===== config.mk =====
export PLATFORM = sky130hd
export DESIGN_NAME = wpdp_ctrl
export DESIGN_NICKNAME = d
export VERILOG_FILES = /design/src/window_probe_drop_policy_macros.svh /design/src/wpdp_pkg.sv /design/src/wpdp_ctrl.sv
export SDC_FILE = /design/constraint.sdc
export NUM_CORES = 1
export LEC_CHECK = 0
export ABC_CLOCK_PERIOD_IN_PS = 1700
export BUFFER_PORTS_ARGS = -buffer_cell sky130_fd_sc_hd__buf_2
export CORE_AREA = 2 2 39 41
export DETAILED_ROUTE_END_ITERATION = 10
export DIE_AREA = 0 0 41 43
export PLACE_DENSITY = 0.5
export RECOVER_POWER = 25
export SYNTH_ARGS = -nofsm -noshare
export SYNTH_HDL_FRONTEND = slang
export SYNTH_SLANG_ARGS = --single-unit

===== constraint.sdc =====
create_clock -name clock -period 1.7 [get_ports clock]
set_input_delay 0 -clock clock [delete_from_list [all_inputs] [get_ports clock]]
set_output_delay 0 -clock clock [all_outputs]
set_load 0.05 [all_outputs]

===== src/window_probe_drop_policy_macros.svh =====
// ---------------------------------------------------------------------------
// window_probe_drop_policy_macros
// Assertion macros shared by the window probe drop policy block.
// ---------------------------------------------------------------------------
`ifndef WINDOW_PROBE_DROP_POLICY_MACROS_SVH
`define WINDOW_PROBE_DROP_POLICY_MACROS_SVH

// same-cycle implication
`define WPDP_ASSERT_IMP(label, clk, rst, ante, cons, msg) \
   label: assert property (@(posedge clk) disable iff (rst) (ante) |-> (cons)) \
      else $error(msg);

// next-cycle implication
`define WPDP_ASSERT_NXT(label, clk, rst, ante, cons, msg) \
   label: assert property (@(posedge clk) disable iff (rst) (ante) |=> (cons)) \
      else $error(msg);

`endif


===== src/wpdp_pkg.sv =====
// ---------------------------------------------------------------------------
// wpdp_pkg
// Types and constants of the window probe drop policy block.
// ---------------------------------------------------------------------------
`default_nettype none

package wpdp_pkg;

   localparam int SEQ_W       = 32;
   localparam int COUNT_W     = 16;
   localparam int TOTAL_W     = 17;
   localparam int CSR_INDEX_W = 8;
   localparam int CSR_DATA_W  = 16;

   localparam logic [CSR_INDEX_W-1:0] CSR_ACCEPT_LIMIT   = 8'd0;
   localparam logic [CSR_INDEX_W-1:0] CSR_EMU_DROP_INDEX = 8'd1;

   localparam logic [COUNT_W-1:0] ACCEPT_LIMIT_RST   = 16'd500;
   localparam logic [COUNT_W-1:0] EMU_DROP_INDEX_RST = 16'd10000;

   typedef enum logic [1:0] {
      ACT_PASS,
      ACT_ACCEPT,
      ACT_RETX,
      ACT_DROP
   } act_type;

   typedef struct packed {
      logic    load;
      logic    scan_start;
      logic    scan_run;
      logic    commit;
      act_type act;
   } wpdp_cmd_type;

   typedef struct packed {
      logic loss_hit;
      logic accept_phase;
      logic hit;
      logic scan_last;
   } wpdp_status_type;

endpackage

`default_nettype wire


===== src/wpdp_ctrl.sv =====
// ---------------------------------------------------------------------------
// wpdp_ctrl
// Sequencer: classifies each packet and steps the drop-list scan.
// ---------------------------------------------------------------------------
`default_nettype none

module wpdp_ctrl (
   input  logic                      clock,
   input  logic                      reset,
   input  logic                      start,
   input  wpdp_pkg::wpdp_status_type status,
   output wpdp_pkg::wpdp_cmd_type    cmd,
   output logic                      busy,
   output logic                      rsp_strobe
);

   import wpdp_pkg::*;

   typedef enum logic [1:0] {
      ST_IDLE,
      ST_CLASSIFY,
      ST_SEARCH
   } state_type;

   state_type state_ff, state_in;
   logic      strobe_ff, strobe_in;

   always_comb begin
      state_in       = state_ff;
      cmd            = '0;
      cmd.act        = ACT_PASS;
      case (state_ff)
         ST_IDLE: begin
            if (start) begin
               cmd.load = 1'b1;
               state_in = ST_CLASSIFY;
            end
         end
         ST_CLASSIFY: begin
            if (status.loss_hit) begin
               cmd.commit = 1'b1;
               cmd.act    = ACT_PASS;
               state_in   = ST_IDLE;
            end else if (status.accept_phase) begin
               cmd.commit = 1'b1;
               cmd.act    = ACT_ACCEPT;
               state_in   = ST_IDLE;
            end else begin
               cmd.scan_start = 1'b1;
               state_in       = ST_SEARCH;
            end
         end
         ST_SEARCH: begin
            cmd.scan_run = 1'b1;
            if (status.hit) begin
               cmd.commit = 1'b1;
               cmd.act    = ACT_RETX;
               state_in   = ST_IDLE;
            end else if (status.scan_last) begin
               cmd.commit = 1'b1;
               cmd.act    = ACT_DROP;
               state_in   = ST_IDLE;
            end
         end
         default: begin
            state_in = ST_IDLE;
         end
      endcase
      strobe_in = cmd.commit;
   end

   always_ff @(posedge clock) begin
      if (reset) begin
         state_ff  <= ST_IDLE;
         strobe_ff <= 1'b0;
      end else begin
         state_ff  <= state_in;
         strobe_ff <= strobe_in;
      end
   end

   assign busy       = (state_ff != ST_IDLE);
   assign rsp_strobe = strobe_ff;

endmodule

`default_nettype wire


# After elaboration in Yosys (flattened, before gate mapping)

Cells that the tools add are included.
Widths: inputs -> output; s select.

Equal/unequal tests: 4
Reductions and logical operators: 3
Muxes and demuxes: 17

Operators with widths:

| kind               | count |
|---|---|
| $mux 3             | 4 |
| $mux 2             | 5 |
| $mux 1             | 6 |
| $pmux 2 s3         | 1 |
| $pmux 3 s2         | 1 |
| $ne 3x3->1 const B | 1 |
| $eq 2x1->1 const B | 1 |
| $eq 2x2->1 const B | 1 |
| $logic_not 2->1    | 1 |
| $ne 2x2->1 const B | 1 |
| $reduce_and 2->1   | 1 |
| $reduce_bool 2->1  | 1 |

Output and inout bits: 8
Flip-flop bits (word level): 3
Bits of input ports: 7
Logic and storage cells: 26

# Logic depth before layout (Yosys ltp)

Gate-level depths: netlist of run 1.

Depth in word-level cells: 3
Mapped depth: 5
Gate-level depth less buffers: 5

# Worst setup path after synthesis of run 1

Ideal clock, no wire load.

Path type: flip-flop to output port
Start point: register state_ff[1]
End point: output port cmd[0] (netlist bit)
Data required time: 1.700 ns
Cell stages (with the launch flop): 4
Slack: -0.171 ns
Arrival: 1.871 ns
Path buffers: 0
Cells stage by stage: dfxtp_1 -> inv_1 -> ha_1 -> a21boi_0

RTL lines:

| what                   | RTL line        | RTL |
|---|---|---|
| from (decl)            | wpdp_ctrl.sv:25 | `state_type state_ff, state_in;` |
| from (signal assigned) | wpdp_ctrl.sv:77 | `state_ff <= state_in;` |
| to (decl)              | wpdp_ctrl.sv:12 | `output wpdp_pkg::wpdp_cmd_type cmd,` |

==> impl_metrics.csv, run 1 <==
group,metric,value,unit
clocking,h-tree-depth,1,
floorplanning,design.portCount,15,
pwr,powerDensity,878,nW/um^2
synth,synth_top_cell_area_share,0.228,
detailed_routing,dr_total_vias,256,
timing,min_period_over_period,0.885,
synth,yosys_register_bits,3,
timing,min_period,1.50,ns
finish,fin_nets,61,
timing,setup_tns,0,ns
global_route,antenna_found_initial,0,
finish,layout-drive-gt1-share,0.354,
timing,hold_ws,0.104,ns
synth,yosys_most_used_dff,"dfxtp_1",
finish,diodes,0,
synth,synth_common_cells,"ha_1, inv_1, nand2b_1",
finish,nFillCells,148,
detailed_routing,drt-pass1-iter-count,2,
floorplanning,initial_core_util,0.198,
pwr,power_leakage,0.203,nW
synth,synth_area,274,um^2
clocking,numCtsBuffers,3,
floorplanning,dieArea,1760,um^2
floorplanning,die_h,43,um
global_route,grt_use_total,0.0692,
outcome,run_status,"finished, final reports clean",
placement,port_buffers,14,
timing,finalMaxSlewViolations,0,
detailed_routing,wl,533,um
synth,yosysSeqAreaShare,0.219,
synth,synth-edff-count,0,
clocking,insertion_delay,0.23,ns
finish,design_area,390,um^2
global_route,grt_pass1_vias,224,
flow_run,max-cap-violations,0,
timing,worst_pin_slew,0.598,ns
timing,max_slew_margin,0.603,
synth,syn-num-nets,42,
synth,ys_types,15,
detailed_routing,initialDrtViolationCount,4,
synth,yosysMostFrequentCell,"ha_1",
floorplanning,die_w,41,um
global_route,overflow,0,
critical_path,required,1.70,ns
floorplanning,core_region_area,1380,um^2
detailed_routing,wl_per_cell,8.33,um
synth,syn_inst,30,
synth,ys_warn_count,0,
detailed_routing,viasPerCell,4.00,
clocking,post_cts_resized,0,
timing,fmax,665,MHz
clocking,cts_setup_buffers,0,
synth,synth_largest_area_cell,"ha_1",
critical_path,arrival,1.50,ns
synth,ys_async_sr_fraction,0,
placement,placed_cell_area,357,um^2
timing,finalHoldViolCount,0,
detailed_routing,ant_nets,0,
clocking,clock-root-buffer,"clkbuf_4",
floorplanning,std_cell_rows,14,
critical_path,path_max_fanout,4,
timing,skew,0.00131,ns
timing,setup-violations-final,0,
critical_path,cp-end-kind,"primary output",
clocking,cts.path.max_buffers,2,
finish,area_delta_synth_final,42.5,%
clocking,clock-sinks,3,
placement,finalWeightedCongestion,0.688,
clocking,hold_buffers,1,
synth,syn_avg_cell_area,9.13,um^2
timing,rsz0062_at_grt,"false",
global_route,grt_max_degree,6,
critical_path,worstSetupPathType,"register to primary output",
detailed_routing,drcViolationCount,0,
global_route,grt_first_pass_wirelength,814,um
clocking,cts.clk_slew.worst_paths,0.04,ns
pwr,peakVddDrop,0.000349,V
worst_hold_path,hold_path_class,"input port to register",
critical_path,cp-start-kind,"register",
synth,synthTopCellsByArea,"ha_1, dfxtp_1, nand2b_1, mux2i_1, a2bb2oi_2",
clocking,tritoncts,"yes",
==> worst max-delay path, stage by stage (launching register included) <==
cell and delay (ns):
dfxtp_1 0.37, inv_1 0.10, ha_1 0.33, o211ai_1 0.14, nand2_1 0.09, buf_2 0.26
==> per-layer routing <==
layer | track usage | vias to the layer above | routed length [um]
li1 | - | 134 | -
met1 | 0.0801 | 112 | 266
met5 | 0 | - | 0
met2 | 0.100 | 10 | 221
met4 | 0.0400 | 0 | 0
met3 | 0.0314 | 0 | 45
==> placed cells by master, fill, tap and decap left out, drive strengths merged, types with 2 or more instances in the layout <==
cell type	n
buf	12
clkbuf	6
ha	5
inv	4
nand2b	4
dfxtp	3
nand3b	2
o211ai	2
mux2i	2
==> layout make-up <==
type / instances / area [um^2] / share of cell area
repair buffers: 15 / 77.6 / 0.199
clock buffers: 4 / 26.3 / 0.0673
multi-input cells: 22 / 191 / 0.490
flip-flops and latches: 3 / 60.1 / 0.154
well taps: 16 / 20.0 / 0.0513
inverters: 4 / 15.0 / 0.0385
==> kinds of logic after synthesis <==
family          count (synthesis)  share of synthesized area
buf+inv                         5                     0.0822
flops                           3                      0.219
simple gates                   10                      0.242
compound gates                  5                      0.155
fa+ha+maj                       5                      0.228
mux                             2                     0.0731
==> where the power goes <==
group	switching [W]	total [W]	internal [W]
logic	0.0000915	0.000138	0.0000468
registers	0.00000458	0.0000819	0.0000773
clock network	0.0000348	0.000123	0.0000878
total	0.000131	0.000343	0.000212
==> sequential cells by signal, indices dropped and copies added, names as in the netlist <==
name,flops
state_ff,2
rsp_strobe,1
==> path summary, 6_finish.rpt <==
path,startpoint,end,slack [ns],cells after the start
worst min register to register,state_ff[0],state_ff[0],0.49,2
worst min-delay path,status[3],state_ff[1],0.10,4
worst max register to register,state_ff[0],state_ff[1],0.49,5
worst max-delay path,state_ff[1],cmd[2],0.20,5
==> per-stage QoR <==
stage,util,cells,total power [W],setup WS (ns)
5_1_grt,0.282,64,0.000367,0.0695
3_5_place_dp,0.258,59,0.000220,0.426
4_1_cts,0.284,64,0.000351,0.176
6_report,0.282,64,0.000343,0.196
2_1_floorplan,-,30,0.000190,0.193
3_3_place_gp,0.258,59,0.000221,0.453
No activity file was read; power rests on OpenSTA's default activity.
==> run 2, diff against run 1 <==
- PLACE_DENSITY: 0.5 -> unset
- PLACE_DENSITY_LB_ADDON: unset -> 0.2
==> run 2 against run 1 <==
Flip-flop and latch count did not move; first-iteration DRC count did not move; combinational power about the same; final cell count unchanged; utilization is the same; die area unchanged; critical endpoint unchanged; clock skew increased by 0.0071 ns; largest cell class unchanged.
==> impl_metrics.csv, run 2 (synthesized netlist as in run 1, its figures left out) <==
group,metric,value,unit
detailed_routing,viasPerCell,3.97,
detailed_routing,initialDrtViolationCount,4,
pwr,clkPwrFrac,0.363,
timing,finalHoldViolCount,0,
timing,setup_tns,0,ns
pwr,p_total,0.000344,W
floorplanning,initial_core_util,0.198,
timing,max_slew_margin,0.603,
pwr,powerDensity,881,nW/um^2
critical_path,crit_slowest_cell,"dfxtp_1",
critical_path,slowest_delay,0.38,ns
critical_path,worstSetupPathType,"register to primary output",
pwr,power_leakage,0.203,nW
clocking,clock-sinks,3,
timing,worst_pin_slew,0.598,ns
finish,fin_nets,61,
outcome,run_status,"finished, final reports clean",
pwr,power.internal,0.000212,W
finish,mostFrequentLayoutCells,"buf_2, ha_1, inv_1, nand2b_1",
worst_hold_path,hold_path_class,"input port to register",
global_route,antenna_found_initial,0,
pwr,seqPwrFrac,0.239,
critical_path,r2r_start,"state_ff[1]",
global_route,grt_use_total,0.0793,
critical_path,path_cells,"inv_1 -> ha_1 -> o211ai_1 -> nand2_1 -> buf_2",
critical_path,critPathTopFamily,"flip-flops",
pwr,power.switching,0.000132,W
clocking,post_cts_resized,0,
finish,largest_reg_flops,2,
placement,port_buffers,14,
floorplanning,dieArea,1760,um^2
finish,area_delta_synth_final,42.5,%
timing,skew,0.00846,ns
critical_path,cp-start-kind,"register",
global_route,grt_first_pass_wirelength,855,um
timing,min_period,1.49,ns
clocking,clock-root-buffer,"clkbuf_4",
finish,diodes,0,
critical_path,required,1.70,ns
flow_run,max-cap-violations,0,
critical_path,cp.buffers_inverters,2,
floorplanning,std_cell_rows,14,
clocking,cts.clk_slew.worst_paths,0.03,ns
floorplanning,design.portCount,15,
timing,setup-violations-final,0,
detailed_routing,wl_per_cell,8.45,um
clocking,cts_setup_buffers,0,
placement,finalWeightedCongestion,0.628,
timing,rsz0062_at_grt,"false",
floorplanning,core_region_area,1380,um^2
finish,top_register,"state_ff",
clocking,insertion_delay,0.23,ns
global_route,grt_max_degree,6,
worst_hold_path,hold_start,"status[3]",
critical_path,startpoint,"state_ff[1]",
clocking,tritoncts,"yes",
clocking,cts.path.max_buffers,2,
pwr,pwr-share-comb,0.399,
detailed_routing,dr_total_vias,254,
clocking,hold_buffers,1,
finish,nFillCells,157,
finish,layout-drive-gt1-share,0.354,
detailed_routing,ant_nets,0,
pwr,sw_frac_of_total,0.384,
detailed_routing,drt-pass1-iter-count,2,
critical_path,arrival,1.49,ns
placement,post-place-cells,59,
pwr,peakVddDrop,0.000474,V
timing,min_period_over_period,0.879,
detailed_routing,wl,541,um
critical_path,path_max_fanout,4,
floorplanning,die_w,41,um
detailed_routing,drcViolationCount,0,
global_route,overflow,0,
finish,final_common_cell,"buf_2",
timing,finalMaxSlewViolations,0,
finish,final_cells,64,
clocking,h-tree-depth,1,
global_route,grt_pass1_vias,230,
critical_path,cp-end-kind,"primary output",
timing,fmax,669,MHz
clocking,numCtsBuffers,3,
floorplanning,die_h,43,um
finish,final_core_util,0.282,
run 2: cell counts in the layout (fill, tap and decap cells not counted):
Identical to the previous run, type by type.
run 2: final timing paths:
kind                               endpoint  slack, ns  depth (start not counted)
worst max-delay path                 cmd[2]       0.21                          5
worst min-delay path            state_ff[1]       0.11                          4
worst max register to register  state_ff[1]       0.48                          5
worst min register to register  state_ff[0]       0.49                          2
run 2: per-layer routing:
metal | GRT usage | vias up | routed length [um]
met5 | 0 | - | 0
met4 | 0.0600 | 0 | 0
met3 | 0.0471 | 0 | 45
met2 | 0.103 | 10 | 241
met1 | 0.0900 | 110 | 253
li1 | - | 134 | -
run 2: stage by stage:
step | setup slack [ns] | instance area [um^2] | hold slack (ns)
after floorplan | 0.193 | 274 | 0.0691
final | 0.206 | 390 | 0.114
after detailed placement | 0.442 | 357 | 0.205
after global placement | 0.435 | 357 | 0.221
after CTS | 0.188 | 393 | 0.113
after global routing | 0.100 | 390 | 0.137
run 2: layout make-up:
class / count / area [um^2] / share of cell area
inverters: 4 / 15.0 / 0.0385
flip-flops and latches: 3 / 60.1 / 0.154
multi-input cells: 22 / 191 / 0.490
well taps: 16 / 20.0 / 0.0513
repair buffers: 15 / 77.6 / 0.199
clock buffers: 4 / 26.3 / 0.0673
run 2: power by group through the flow:
stage	registers [W]	logic (W)	clock network, W
after floorplan	0.0000863	0.000104	0
after global placement	0.0000830	0.000139	0
after detailed placement	0.0000829	0.000137	0
after CTS	0.0000820	0.000140	0.000131
after global routing	0.0000828	0.000152	0.000144
final	0.0000821	0.000137	0.000125
run 2: worst reg2reg max path: cells and delay by family (launching register included):
kind / cells / cell delay, ns
muxes: 1 / 0.20
DFF: 1 / 0.38
adders and majority gates: 1 / 0.19
AOI/OAI and AO/OA: 1 / 0.20
buffers and inverters: 2 / 0.18
==> run 3, diff against run 2 <==
--- a/config.mk
+++ b/config.mk
@@ -8,5 +8,8 @@
 export ABC_CLOCK_PERIOD_IN_PS = 1700
 export BUFFER_PORTS_ARGS = -buffer_cell sky130_fd_sc_hd__buf_2
+export CELL_PAD_IN_SITES_DETAIL_PLACEMENT = 1
+export CELL_PAD_IN_SITES_GLOBAL_PLACEMENT = 2
 export CORE_AREA = 2 2 39 41
+export CTS_CLUSTER_SIZE = 12
 export DETAILED_ROUTE_END_ITERATION = 10
 export DIE_AREA = 0 0 41 43
==> constraint.sdc (replaced) <==
create_clock -name clock -period 1.7 [get_ports clock]
set_input_delay 0.085 -clock clock [delete_from_list [all_inputs] [get_ports clock]]
set_output_delay 0.085 -clock clock [all_outputs]
set_load 0.05 [all_outputs]
==> run 3 against run 2 <==
Wire length is 16% higher; maximum frequency is 4.5% lower; via count stayed put; utilization is 0.63 points lower; highest routed layer unchanged.
==> impl_metrics.csv, run 3 (synthesized netlist as in run 1, its figures left out) <==
group,metric,value,unit
outcome,run_status,"finished, final reports clean",
global_route,grt_use_total,0.0852,
placement,dp_hpwl,545,um
placement,port_buffers,14,
detailed_routing,ant_nets,0,
critical_path,path_cells,"inv_1 -> ha_1 -> o211ai_1 -> nand2_1 -> buf_2",
floorplanning,design.portCount,15,
detailed_routing,dr_total_vias,254,
pwr,peakVddDrop,0.000323,V
worst_hold_path,hold_depth,2,
clocking,cts.path.max_buffers,2,
timing,finalMaxSlewViolations,0,
detailed_routing,drt-pass1-iter-count,2,
timing,setup-violations-final,0,
clocking,clock-sinks,3,
floorplanning,die_w,41,um
critical_path,path_max_fanout,4,
global_route,grt_first_pass_wirelength,979,um
timing,skew,0.00399,ns
clocking,clock-root-buffer,"clkbuf_4",
finish,area_delta_synth_final,39.3,%
critical_path,r2r_start,"state_ff[0]",
critical_path,arrival,1.48,ns
finish,diodes,0,
critical_path,slowest_delay,0.35,ns
finish,top_register,"state_ff",
floorplanning,initial_core_util,0.198,
timing,max_slew_margin,0.604,
clocking,tritoncts,"yes",
timing,setup_tns,0,ns
global_route,grt_max_degree,6,
finish,final_common_cell,"buf_2",
finish,largest_reg_flops,2,
timing,fmax,639,MHz
worst_hold_path,hold_path_class,"input port to register",
floorplanning,std_cell_rows,14,
critical_path,cp.buffers_inverters,2,
global_route,grt_pass1_vias,251,
finish,layout-drive-gt1-share,0.383,
finish,mostFrequentLayoutCells,"buf_2, ha_1, inv_1, nand2b_1",
clocking,numCtsBuffers,3,
detailed_routing,viasPerCell,4.03,
critical_path,cp-end-kind,"primary output",
timing,finalHoldViolCount,0,
floorplanning,die_h,43,um
floorplanning,core_region_area,1380,um^2
timing,rsz0062_at_grt,"false",
timing,min_period_over_period,0.920,
global_route,antenna_found_initial,0,
clocking,post_cts_resized,0,
critical_path,r2r_setup_slack,0.49,ns
global_route,overflow,0,
critical_path,r2r_end,"state_ff[0]",
worst_hold_path,hold_start,"reset",
clocking,hold_buffers,0,
critical_path,rr_worst_depth,5,
detailed_routing,wl_per_cell,9.94,um
finish,fin_nets,60,
detailed_routing,initialDrtViolationCount,3,
clocking,cts.clk_slew.worst_paths,0.04,ns
pwr,power_leakage,0.204,nW
timing,worst_pin_slew,0.597,ns
placement,finalWeightedCongestion,0.622,
critical_path,worstSetupPathType,"register to primary output",
flow_run,max-cap-violations,0,
detailed_routing,wl,626,um
pwr,powerDensity,905,nW/um^2
critical_path,crit_slowest_cell,"dfxtp_1",
critical_path,cp-start-kind,"register",
critical_path,required,1.62,ns
critical_path,critPathTopFamily,"flip-flops",
worst_hold_path,hold_end,"rsp_strobe",
pwr,p_total,0.000345,W
clocking,insertion_delay,0.23,ns
clocking,cts_setup_buffers,0,
clocking,h-tree-depth,1,
timing,min_period,1.56,ns
floorplanning,dieArea,1760,um^2
detailed_routing,drcViolationCount,0,
run 3: cell types whose count changed in the layout (fill, tap and decap cells not counted), sizes merged:
cell,previous run,this run
dlygate4sd3,1,0
clkbuf,6,5
buf,12,13
run 3: how the worst max path moves through the flow:
stage	startpoint	end	slack, ns	cells after the start
after global placement	state_ff[0]	cmd[2]	0.37	5
after detailed placement	state_ff[0]	cmd[2]	0.36	5
final	state_ff[0]	cmd[2]	0.14	5
after CTS	state_ff[0]	cmd[2]	0.11	5
after global routing	state_ff[0]	cmd[1]	0.03	5
after floorplan	state_ff[1]	cmd[0]	0.11	3
run 3: cell type report:
cell class / instances / area, um^2
repair buffers: 14 / 68.8
flip-flops and latches: 3 / 60.1
multi-input cells: 22 / 191
clock buffers: 4 / 26.3
inverters: 4 / 15.0
well taps: 16 / 20.0
fillers: 178 / 1000
run 3: per-stage QoR:
step	utilization	worst slack, ns	hold WS (ns)	instances	instance area (um^2)
6_report	0.276	0.135	0.0633	63	382
5_1_grt	0.276	0.0272	0.0643	63	382
4_1_cts	0.277	0.107	0.0620	63	383
3_5_place_dp	0.258	0.356	0.304	59	357
3_3_place_gp	0.258	0.375	0.302	59	357
2_1_floorplan	-	0.108	0.154	30	274
run 3: power breakdown:
group / internal (W) / switching, W / leakage (nW) / total (W)
Sequential: 0.0000773 / 0.00000473 / 0.0245 / 0.0000821
Combinational: 0.0000456 / 0.0000926 / 0.164 / 0.000138
Clock: 0.0000879 / 0.0000370 / 0.0150 / 0.000125
run 3: metal layers:
layer | up-vias | GRT usage | wire [um] | share of wire
met5 | - | 0 | 0 | 0
met4 | 0 | 0.0600 | 0 | 0
met3 | 0 | 0.0576 | 67 | 0.11
met2 | 11 | 0.103 | 279 | 0.45
met1 | 111 | 0.102 | 279 | 0.45
li1 | 132 | - | - | -
